### src/smm_pkg.sv
// Shared constants and control structs for the square matrix multiplier.
`default_nettype none
package smm_pkg;

  localparam int unsigned Dim     = 4;
  localparam int unsigned Cells   = Dim * Dim;
  localparam int unsigned IdxW    = $clog2(Dim);
  localparam int unsigned AddrW   = $clog2(Cells);
  localparam int unsigned DataW   = 32;
  localparam int unsigned ProdW   = 2 * DataW;
  localparam int unsigned FracW   = 16;
  localparam int unsigned TermW   = ProdW - FracW;
  localparam int unsigned AccW    = TermW + IdxW + 1;
  localparam int unsigned OutIdxW = 2;

  // Read request from the sequencer to the operand store.
  typedef struct packed {
    logic             rd_en;
    logic [AddrW-1:0] addr_a;
    logic [AddrW-1:0] addr_b;
  } smm_rd_t;

  // Write request from the sequencer to the operand store.
  typedef struct packed {
    logic             wr_en;
    logic [AddrW-1:0] addr;
  } smm_wr_t;

  // Status of the multiply-accumulate pipeline.
  typedef struct packed {
    logic rd_vld;
    logic busy;
  } smm_mac_sts_t;

endpackage
`default_nettype wire

### src/smm_store.sv
// Operand store: one memory for A, one for B, registered read ports.
`default_nettype none
module smm_store (
  input  logic                                clk_i,
  input  logic                                rst_ni,
  input  smm_pkg::smm_wr_t                    wr_i,
  input  logic signed [smm_pkg::DataW-1:0]    a_wdata_i,
  input  logic signed [smm_pkg::DataW-1:0]    b_wdata_i,
  input  smm_pkg::smm_rd_t                    rd_i,
  output logic signed [smm_pkg::DataW-1:0]    a_rdata_o,
  output logic signed [smm_pkg::DataW-1:0]    b_rdata_o,
  output logic                                rd_vld_o
);
  import smm_pkg::*;

  logic [DataW-1:0] mem_a_q [Cells];
  logic [DataW-1:0] mem_b_q [Cells];
  logic [DataW-1:0] a_rd_q;
  logic [DataW-1:0] b_rd_q;
  logic             rd_vld_q;

  always_ff @(posedge clk_i) begin
    if (wr_i.wr_en) begin
      mem_a_q[wr_i.addr] <= a_wdata_i;
      mem_b_q[wr_i.addr] <= b_wdata_i;
    end
    if (rd_i.rd_en) begin
      a_rd_q <= mem_a_q[rd_i.addr_a];
      b_rd_q <= mem_b_q[rd_i.addr_b];
    end
  end

  always_ff @(posedge clk_i or negedge rst_ni) begin
    if (!rst_ni) begin
      rd_vld_q <= 1'b0;
    end else begin
      rd_vld_q <= rd_i.rd_en;
    end
  end

  assign a_rdata_o = a_rd_q;
  assign b_rdata_o = b_rd_q;
  assign rd_vld_o  = rd_vld_q;

endmodule
`default_nettype wire

### src/smm_mac.sv
// Shared multiply-accumulate unit with Q16.16 rescale and output saturation.
`default_nettype none
module smm_mac (
  input  logic                             clk_i,
  input  logic                             rst_ni,
  input  logic                             acc_clr_i,
  input  logic                             rd_vld_i,
  input  logic signed [smm_pkg::DataW-1:0] a_i,
  input  logic signed [smm_pkg::DataW-1:0] b_i,
  output smm_pkg::smm_mac_sts_t            sts_o,
  output logic signed [smm_pkg::DataW-1:0] sat_o
);
  import smm_pkg::*;

  localparam logic signed [AccW-1:0] SatMax =
    {{(AccW-DataW+1){1'b0}}, {(DataW-1){1'b1}}};
  localparam logic signed [AccW-1:0] SatMin =
    {{(AccW-DataW+1){1'b1}}, {(DataW-1){1'b0}}};

  logic signed [ProdW-1:0] prod_q;
  logic                    prod_vld_q;
  logic signed [ProdW-1:0] prod_sh;
  logic        [TermW-1:0] term;
  logic signed [AccW-1:0]  acc_d, acc_q;

  always_ff @(posedge clk_i) begin
    if (rd_vld_i) begin
      prod_q <= a_i * b_i;
    end
  end

  always_ff @(posedge clk_i or negedge rst_ni) begin
    if (!rst_ni) begin
      prod_vld_q <= 1'b0;
    end else begin
      prod_vld_q <= rd_vld_i;
    end
  end

  // Arithmetic shift rounds toward minus infinity.
  assign prod_sh = prod_q >>> FracW;
  assign term    = prod_sh[TermW-1:0];

  always_comb begin
    acc_d = acc_q;
    if (acc_clr_i) begin
      acc_d = '0;
    end else if (prod_vld_q) begin
      acc_d = acc_q + {{(AccW-TermW){term[TermW-1]}}, term};
    end
  end

  always_ff @(posedge clk_i) begin
    acc_q <= acc_d;
  end

  always_comb begin
    if (acc_q > SatMax) begin
      sat_o = SatMax[DataW-1:0];
    end else if (acc_q < SatMin) begin
      sat_o = SatMin[DataW-1:0];
    end else begin
      sat_o = acc_q[DataW-1:0];
    end
  end

  assign sts_o.rd_vld = rd_vld_i;
  assign sts_o.busy   = rd_vld_i | prod_vld_q;

endmodule
`default_nettype wire

### src/smm_ctrl.sv
// Sequencer: load counter, row/column/term counters and output handshake.
`default_nettype none
module smm_ctrl (
  input  logic                              clk_i,
  input  logic                              rst_ni,
  input  logic                              in_valid_i,
  output logic                              in_ready_o,
  output logic                              out_valid_o,
  input  logic                              out_ready_i,
  output smm_pkg::smm_wr_t                  wr_o,
  output smm_pkg::smm_rd_t                  rd_o,
  output logic                              acc_clr_o,
  input  smm_pkg::smm_mac_sts_t             sts_i,
  output logic [smm_pkg::OutIdxW-1:0]       row_o,
  output logic [smm_pkg::OutIdxW-1:0]       col_o,
  output logic                              last_o
);
  import smm_pkg::*;

  localparam logic [1:0] StLoad  = 2'd0;
  localparam logic [1:0] StMac   = 2'd1;
  localparam logic [1:0] StDrain = 2'd2;
  localparam logic [1:0] StOut   = 2'd3;

  localparam logic [AddrW-1:0] CntLast = AddrW'(Cells - 1);
  localparam logic [IdxW-1:0]  IdxLast = IdxW'(Dim - 1);

  logic [1:0]       state_d, state_q;
  logic [AddrW-1:0] cnt_d, cnt_q;
  logic [IdxW-1:0]  r_d, r_q, c_d, c_q, k_d, k_q;
  logic             in_acc, out_acc, elem_last;

  assign in_acc    = in_valid_i & in_ready_o;
  assign out_acc   = out_valid_o & out_ready_i;
  assign elem_last = (r_q == IdxLast) && (c_q == IdxLast);

  assign in_ready_o  = (state_q == StLoad);
  assign out_valid_o = (state_q == StOut);

  assign wr_o.wr_en = in_acc;
  assign wr_o.addr  = cnt_q;

  assign rd_o.rd_en  = (state_q == StMac);
  assign rd_o.addr_a = AddrW'(int'(r_q) * Dim + int'(k_q));
  assign rd_o.addr_b = AddrW'(int'(k_q) * Dim + int'(c_q));

  assign row_o  = OutIdxW'(r_q);
  assign col_o  = OutIdxW'(c_q);
  assign last_o = elem_last;

  always_comb begin
    state_d   = state_q;
    cnt_d     = cnt_q;
    r_d       = r_q;
    c_d       = c_q;
    k_d       = k_q;
    acc_clr_o = 1'b0;
    case (state_q)
      StLoad: begin
        if (in_acc) begin
          if (cnt_q == CntLast) begin
            cnt_d     = '0;
            r_d       = '0;
            c_d       = '0;
            k_d       = '0;
            acc_clr_o = 1'b1;
            state_d   = StMac;
          end else begin
            cnt_d = cnt_q + 1'b1;
          end
        end
      end
      StMac: begin
        if (k_q == IdxLast) begin
          k_d     = '0;
          state_d = StDrain;
        end else begin
          k_d = k_q + 1'b1;
        end
      end
      StDrain: begin
        // Hold until the last term has been added.
        if (!sts_i.busy) begin
          state_d = StOut;
        end
      end
      StOut: begin
        if (out_acc) begin
          if (elem_last) begin
            state_d = StLoad;
          end else begin
            acc_clr_o = 1'b1;
            state_d   = StMac;
            if (c_q == IdxLast) begin
              c_d = '0;
              r_d = r_q + 1'b1;
            end else begin
              c_d = c_q + 1'b1;
            end
          end
        end
      end
      default: begin
        state_d = StLoad;
      end
    endcase
  end

  always_ff @(posedge clk_i or negedge rst_ni) begin
    if (!rst_ni) begin
      state_q <= StLoad;
      cnt_q   <= '0;
      r_q     <= '0;
      c_q     <= '0;
      k_q     <= '0;
    end else begin
      state_q <= state_d;
      cnt_q   <= cnt_d;
      r_q     <= r_d;
      c_q     <= c_d;
      k_q     <= k_d;
    end
  end

  a_no_overlap: assert property (@(posedge clk_i) disable iff (!rst_ni)
    !(in_ready_o && out_valid_o))
    else $error("input and output handshakes open at once");

  a_out_idle_pipe: assert property (@(posedge clk_i) disable iff (!rst_ni)
    out_valid_o |-> !sts_i.busy)
    else $error("result shown while terms still in flight");

  a_read_returns: assert property (@(posedge clk_i) disable iff (!rst_ni)
    rd_o.rd_en |=> sts_i.rd_vld)
    else $error("read issued without returning data");

  a_cnt_range: assert property (@(posedge clk_i) disable iff (!rst_ni)
    cnt_q <= CntLast)
    else $error("load count past matrix size");

endmodule
`default_nettype wire

### src/square_matrix_multiply.sv
// Top level of the square matrix multiplier (signed Q16.16, saturated).
//
//  channel | signals                                   | role
//  --------+-------------------------------------------+--------------------------
//  in      | in_valid_i, in_ready_o, a_value_i, b_value_i | one A/B pair, row-major
//  out     | out_valid_o, out_ready_i, product_value_o,   | one product element,
//          | row_index_o, col_index_o, is_last_o          | row-major
//
// Loading takes Dim*Dim items. The last item starts the product; each element
// then takes Dim reads into the one shared multiplier, a pipeline drain and an
// output handshake that out_ready_i can hold.
// Reset clears the sequencer and the pipeline valid flags; the operand memories
// need no clearing.
// Input ready is low from the last load until the final element is taken.
`default_nettype none
module square_matrix_multiply (
  input  logic                                 clk_i,
  input  logic                                 rst_ni,
  input  logic                                 in_valid_i,
  output logic                                 in_ready_o,
  input  logic signed [smm_pkg::DataW-1:0]     a_value_i,
  input  logic signed [smm_pkg::DataW-1:0]     b_value_i,
  output logic                                 out_valid_o,
  input  logic                                 out_ready_i,
  output logic signed [smm_pkg::DataW-1:0]     product_value_o,
  output logic        [smm_pkg::OutIdxW-1:0]   row_index_o,
  output logic        [smm_pkg::OutIdxW-1:0]   col_index_o,
  output logic                                 is_last_o
);
  import smm_pkg::*;

  smm_wr_t                 wr;
  smm_rd_t                 rd;
  smm_mac_sts_t            sts;
  logic                    acc_clr;
  logic                    rd_vld;
  logic signed [DataW-1:0] a_rdata;
  logic signed [DataW-1:0] b_rdata;

  smm_ctrl u_ctrl (
    .clk_i       (clk_i),
    .rst_ni      (rst_ni),
    .in_valid_i  (in_valid_i),
    .in_ready_o  (in_ready_o),
    .out_valid_o (out_valid_o),
    .out_ready_i (out_ready_i),
    .wr_o        (wr),
    .rd_o        (rd),
    .acc_clr_o   (acc_clr),
    .sts_i       (sts),
    .row_o       (row_index_o),
    .col_o       (col_index_o),
    .last_o      (is_last_o)
  );

  smm_store u_store (
    .clk_i     (clk_i),
    .rst_ni    (rst_ni),
    .wr_i      (wr),
    .a_wdata_i (a_value_i),
    .b_wdata_i (b_value_i),
    .rd_i      (rd),
    .a_rdata_o (a_rdata),
    .b_rdata_o (b_rdata),
    .rd_vld_o  (rd_vld)
  );

  smm_mac u_mac (
    .clk_i     (clk_i),
    .rst_ni    (rst_ni),
    .acc_clr_i (acc_clr),
    .rd_vld_i  (rd_vld),
    .a_i       (a_rdata),
    .b_i       (b_rdata),
    .sts_o     (sts),
    .sat_o     (product_value_o)
  );

endmodule
`default_nettype wire
### config.mk
export PLATFORM = sky130hd
export DESIGN_NAME = square_matrix_multiply
export DESIGN_NICKNAME = d
export VERILOG_FILES = /design/src/smm_pkg.sv /design/src/smm_store.sv /design/src/smm_mac.sv /design/src/smm_ctrl.sv /design/src/square_matrix_multiply.sv
export SDC_FILE = /design/constraint.sdc
export NUM_CORES = 2
export LEC_CHECK = 0
export BUFFER_PORTS_ARGS = -buffer_cell sky130_fd_sc_hd__buf_2
export CAP_MARGIN = 5
export CORE_UTILIZATION = 40
export DETAILED_ROUTE_END_ITERATION = 8
export PLACE_DENSITY_LB_ADDON = 0.05
export SYNTH_ARGS = -nofsm -noshare
export SYNTH_HDL_FRONTEND = slang
export SYNTH_SLANG_ARGS = --single-unit
### constraint.sdc
create_clock -name clk_i -period 23.5 [get_ports clk_i]
set_input_delay 2.35 -clock clk_i [delete_from_list [all_inputs] [get_ports clk_i]]
set_output_delay 2.35 -clock clk_i [all_outputs]
set_load 0.03 [all_outputs]
==> flow_summary_export.csv <==
group,metric,value,unit
clocking,insertion_delay,800,ps
clocking,cts_buffers,139,
grt,grt_overflow,0,
setup_path,r2r-start,"u_store.a_rdata_o[31]",
logic_synthesis,syn_avg_cell_area,13.7,um2
setup_path,reg2reg_slack,15160,ps
setup_path,r2r-end,"u_mac.prod_q[60]",
grt,use_met2,0.381,
floorplan,dieArea,0.209,mm2
cells_and_area,final_cell_mix,"1,136 x edfxtp_1, 1,082 x fa_1, 984 x inv_1, 641 x nand2_1, 498 x and2_1",
floorplan,fp.dieW,457,um
setup_path,arrival,8840,ps
sta,fin_crit_sh,0.355,
logic_synthesis,mappedNetlistArea,0.0829,mm2
detailed_routing,finalWirelength,224000,um
clocking,clk_pin_slew_worst_paths,60,ps
grt,grt_max_degree,102,
sta,fin_crit,8340,ps
floorplan,core_area,0.205,mm2
logic_synthesis,synth_edf_count,1136,
floorplan,initial_core_util,0.404,
placed_design,port_buffers,106,
placed_design,dp_hpwl,150000,um
setup_path,cpMostUsedCell,"fa_1",
setup_path,end_kind,"flip-flop",
grt,met3_usage,0.0283,
detailed_routing,wl_per_cell,25.2,um
hold_path,hp-start,"u_mac.acc_q[39]",
grt,grt_use_total,0.221,
sta,finalMaxSlewViolations,0,
detailed_routing,num_vias,46396,
setup_path,cpMaxStageDelayCell,"fa_1",
sta,finalHoldViolCount,0,
hold_path,hp-class,"flip-flop to flip-flop",
logic_synthesis,async_flop_share,0.0117,
status,status,"complete, no violations",
clocking,clock_path_buffers,3,
detailed_routing,vias_per_cell,5.22,
sta,finClkSkew,48.5,ps
cells_and_area,drive_gt1_frac,0.122,
setup_path,worstSetupPathType,"flip-flop to flip-flop",
clocking,cts_resized,0,
sta,relSlewSlack,0.261,
cells_and_area,fillerInstances,18618,
floorplan,die_h,457,um
cells_and_area,nets,7480,
logic_synthesis,synthFlopType,"edfxtp_1",
setup_path,path_max_fanout,32,
setup_path,start_kind,"flip-flop",
logic_synthesis,ys_warn_count,0,
setup_path,crit_path_end,"u_mac.prod_q[60]",
setup_path,startpoint,"u_store.a_rdata_o[31]",
clocking,cts_tree,"built",
logic_synthesis,synth_cells,6046,
detailed_routing,dr.pass1.iters,5,
sta,fin_tns_setup,0,ps
detailed_routing,drc,0,
logic_synthesis,syn_nets,7437,
clocking,cts_root_buf,"clkbuf_16",
logic_synthesis,ys_seq_elements,1201,
flow_run,cap_violations,0,
grt,use_met1,0.296,
logic_synthesis,seq_area_frac_synth,0.428,
floorplan,io_pins,107,
floorplan,num_rows,166,
clocking,ctsHoldBuffers,0,
grt,grt_pass1_vias,51450,
sta,rsz0062_at_grt,"false",
logic_synthesis,synth.distinct_cells,81,
clocking,postCtsSetupBuffers,0,
grt,grt_pass1_wl,341000,um
placed_design,gp_congestion,0.819,
setup_path,critPathMaxStageDelay,820,ps
sta,max_freq,120,MHz
clocking,h-tree-depth,4,
clocking,cts_sinks,1201,
detailed_routing,ant_nets,0,
detailed_routing,drt_iter0_drc,2971,
sta,finalSetupViolCount,0,
cells_and_area,syn_to_final_growth,9.67,%
cells_and_area,layout_commonest_cell,"edfxtp_1",
setup_path,reg2reg_depth,28,
grt,busiest_layer,"met2",
setup_path,critical_path_required,24000,ps
grt,antenna_found_initial,31,
sta,worstMarginPinSlew,1110,ps
cell type report:
class	instances	area, um2	area share
clock inverter	68	683	0.00752
timing repair buffer	207	1310	0.0145
clock buffer	181	3710	0.0408
inverter	986	3700	0.0408
antenna	5	12.5	0.000138
sequential	1201	35500	0.391
tap	2688	3360	0.0370
multi-input combinational	3554	42600	0.469
logic make-up (layout without fill, tap and decap cells):
kind of cell	after synthesis	in the layout	synth area share
AO/OA/AOI/OAI	364	364	0.0287
flip-flops	1201	1201	0.428
multiplexers	355	355	0.0912
XOR/XNOR	108	108	0.0114
AND/OR/NAND/NOR	1404	1404	0.0841
other	0	5	0
buffers and inverters	1291	1442	0.0588
adder cells (fa/ha/maj)	1323	1323	0.298
flip-flops by register name, indices dropped and copies added, names as in the netlist:
name               cells
u_store.mem_a_q      512
u_ctrl.k_q             2
u_mac.prod_vld_q       1
u_ctrl.state_q         2
u_mac.acc_q           51
u_ctrl.cnt_q           4
u_ctrl.col_o           2
u_ctrl.row_o           2
u_mac.prod_q          48
u_store.b_rdata_o     32
u_store.mem_b_q      512
u_store.rd_vld_o       1
u_store.a_rdata_o     32
worst max-delay path, delay by kind of cell (launching register included):
| family | cells | cell delay, ps |
|---|---|---|
| flops | 1 | 320 |
| compound gates | 6 | 1000 |
| simple gates | 4 | 410 |
| buf+inv | 8 | 1530 |
| xor+xnor | 1 | 160 |
| fa+ha+maj | 9 | 4630 |
worst min path at each step:
| stage | end | cells after the start |
|---|---|---|
| after global routing | u_mac.acc_q[39] | 2 |
| after global placement | u_mac.acc_q[39] | 2 |
| after floorplan | u_mac.acc_q[39] | 2 |
| after detailed placement | u_mac.acc_q[39] | 2 |
| final | u_mac.acc_q[39] | 2 |
| after CTS | u_mac.acc_q[39] | 2 |
stage by stage:
stage / util / instances / area (um2) / setup WS (ps) / hold slack (ps)
final: 0.443 / 8890 / 90900 / 15160 / 507
after global placement: 0.421 / 8636 / 86500 / 15120 / 484
after CTS: 0.443 / 8885 / 90900 / 15040 / 507
after floorplan: - / 6046 / 82900 / 15910 / 455
after detailed placement: 0.421 / 8636 / 86500 / 15080 / 501
after global routing: 0.443 / 8886 / 90900 / 14500 / 538
metal layers:
layer	wire [um]	share of wire
met2	113000	0.51
met3	8280	0.037
met5	78	0.00035
met1	98100	0.44
met4	4430	0.020
cells in the mapped netlist (10+ instances only):
cell type | count | area, um2
dfxtp_1 | 51 | 1020
nor3_1 | 16 | 80.1
and3_1 | 15 | 93.8
nand4_1 | 23 | 144
inv_1 | 985 | 3700
a31oi_1 | 15 | 93.8
o211ai_1 | 11 | 82.6
a21o_1 | 47 | 353
xor2_1 | 40 | 350
nand2_1 | 641 | 2410
fa_1 | 1082 | 21700
clkbuf_1 | 269 | 1010
mux2i_1 | 32 | 320
and2_1 | 510 | 3190
ha_1 | 241 | 3020
o21a_1 | 12 | 90.1
a211oi_1 | 15 | 113
edfxtp_1 | 1136 | 34100
o21ai_1 | 10 | 50.1
xnor2_1 | 68 | 596
buf_1 | 25 | 93.8
nand2b_1 | 25 | 156
nor2b_1 | 39 | 244
o21ai_0 | 69 | 345
dfrtp_1 | 14 | 350
a21oi_1 | 103 | 515
nand3_1 | 20 | 100
nor2_1 | 87 | 327
mux4_2 | 320 | 7210
o21bai_1 | 17 | 128
Power is left out: the tool's default activity adds up to more than one toggle a clock period on the data nets, which glitch-free logic cannot reach.
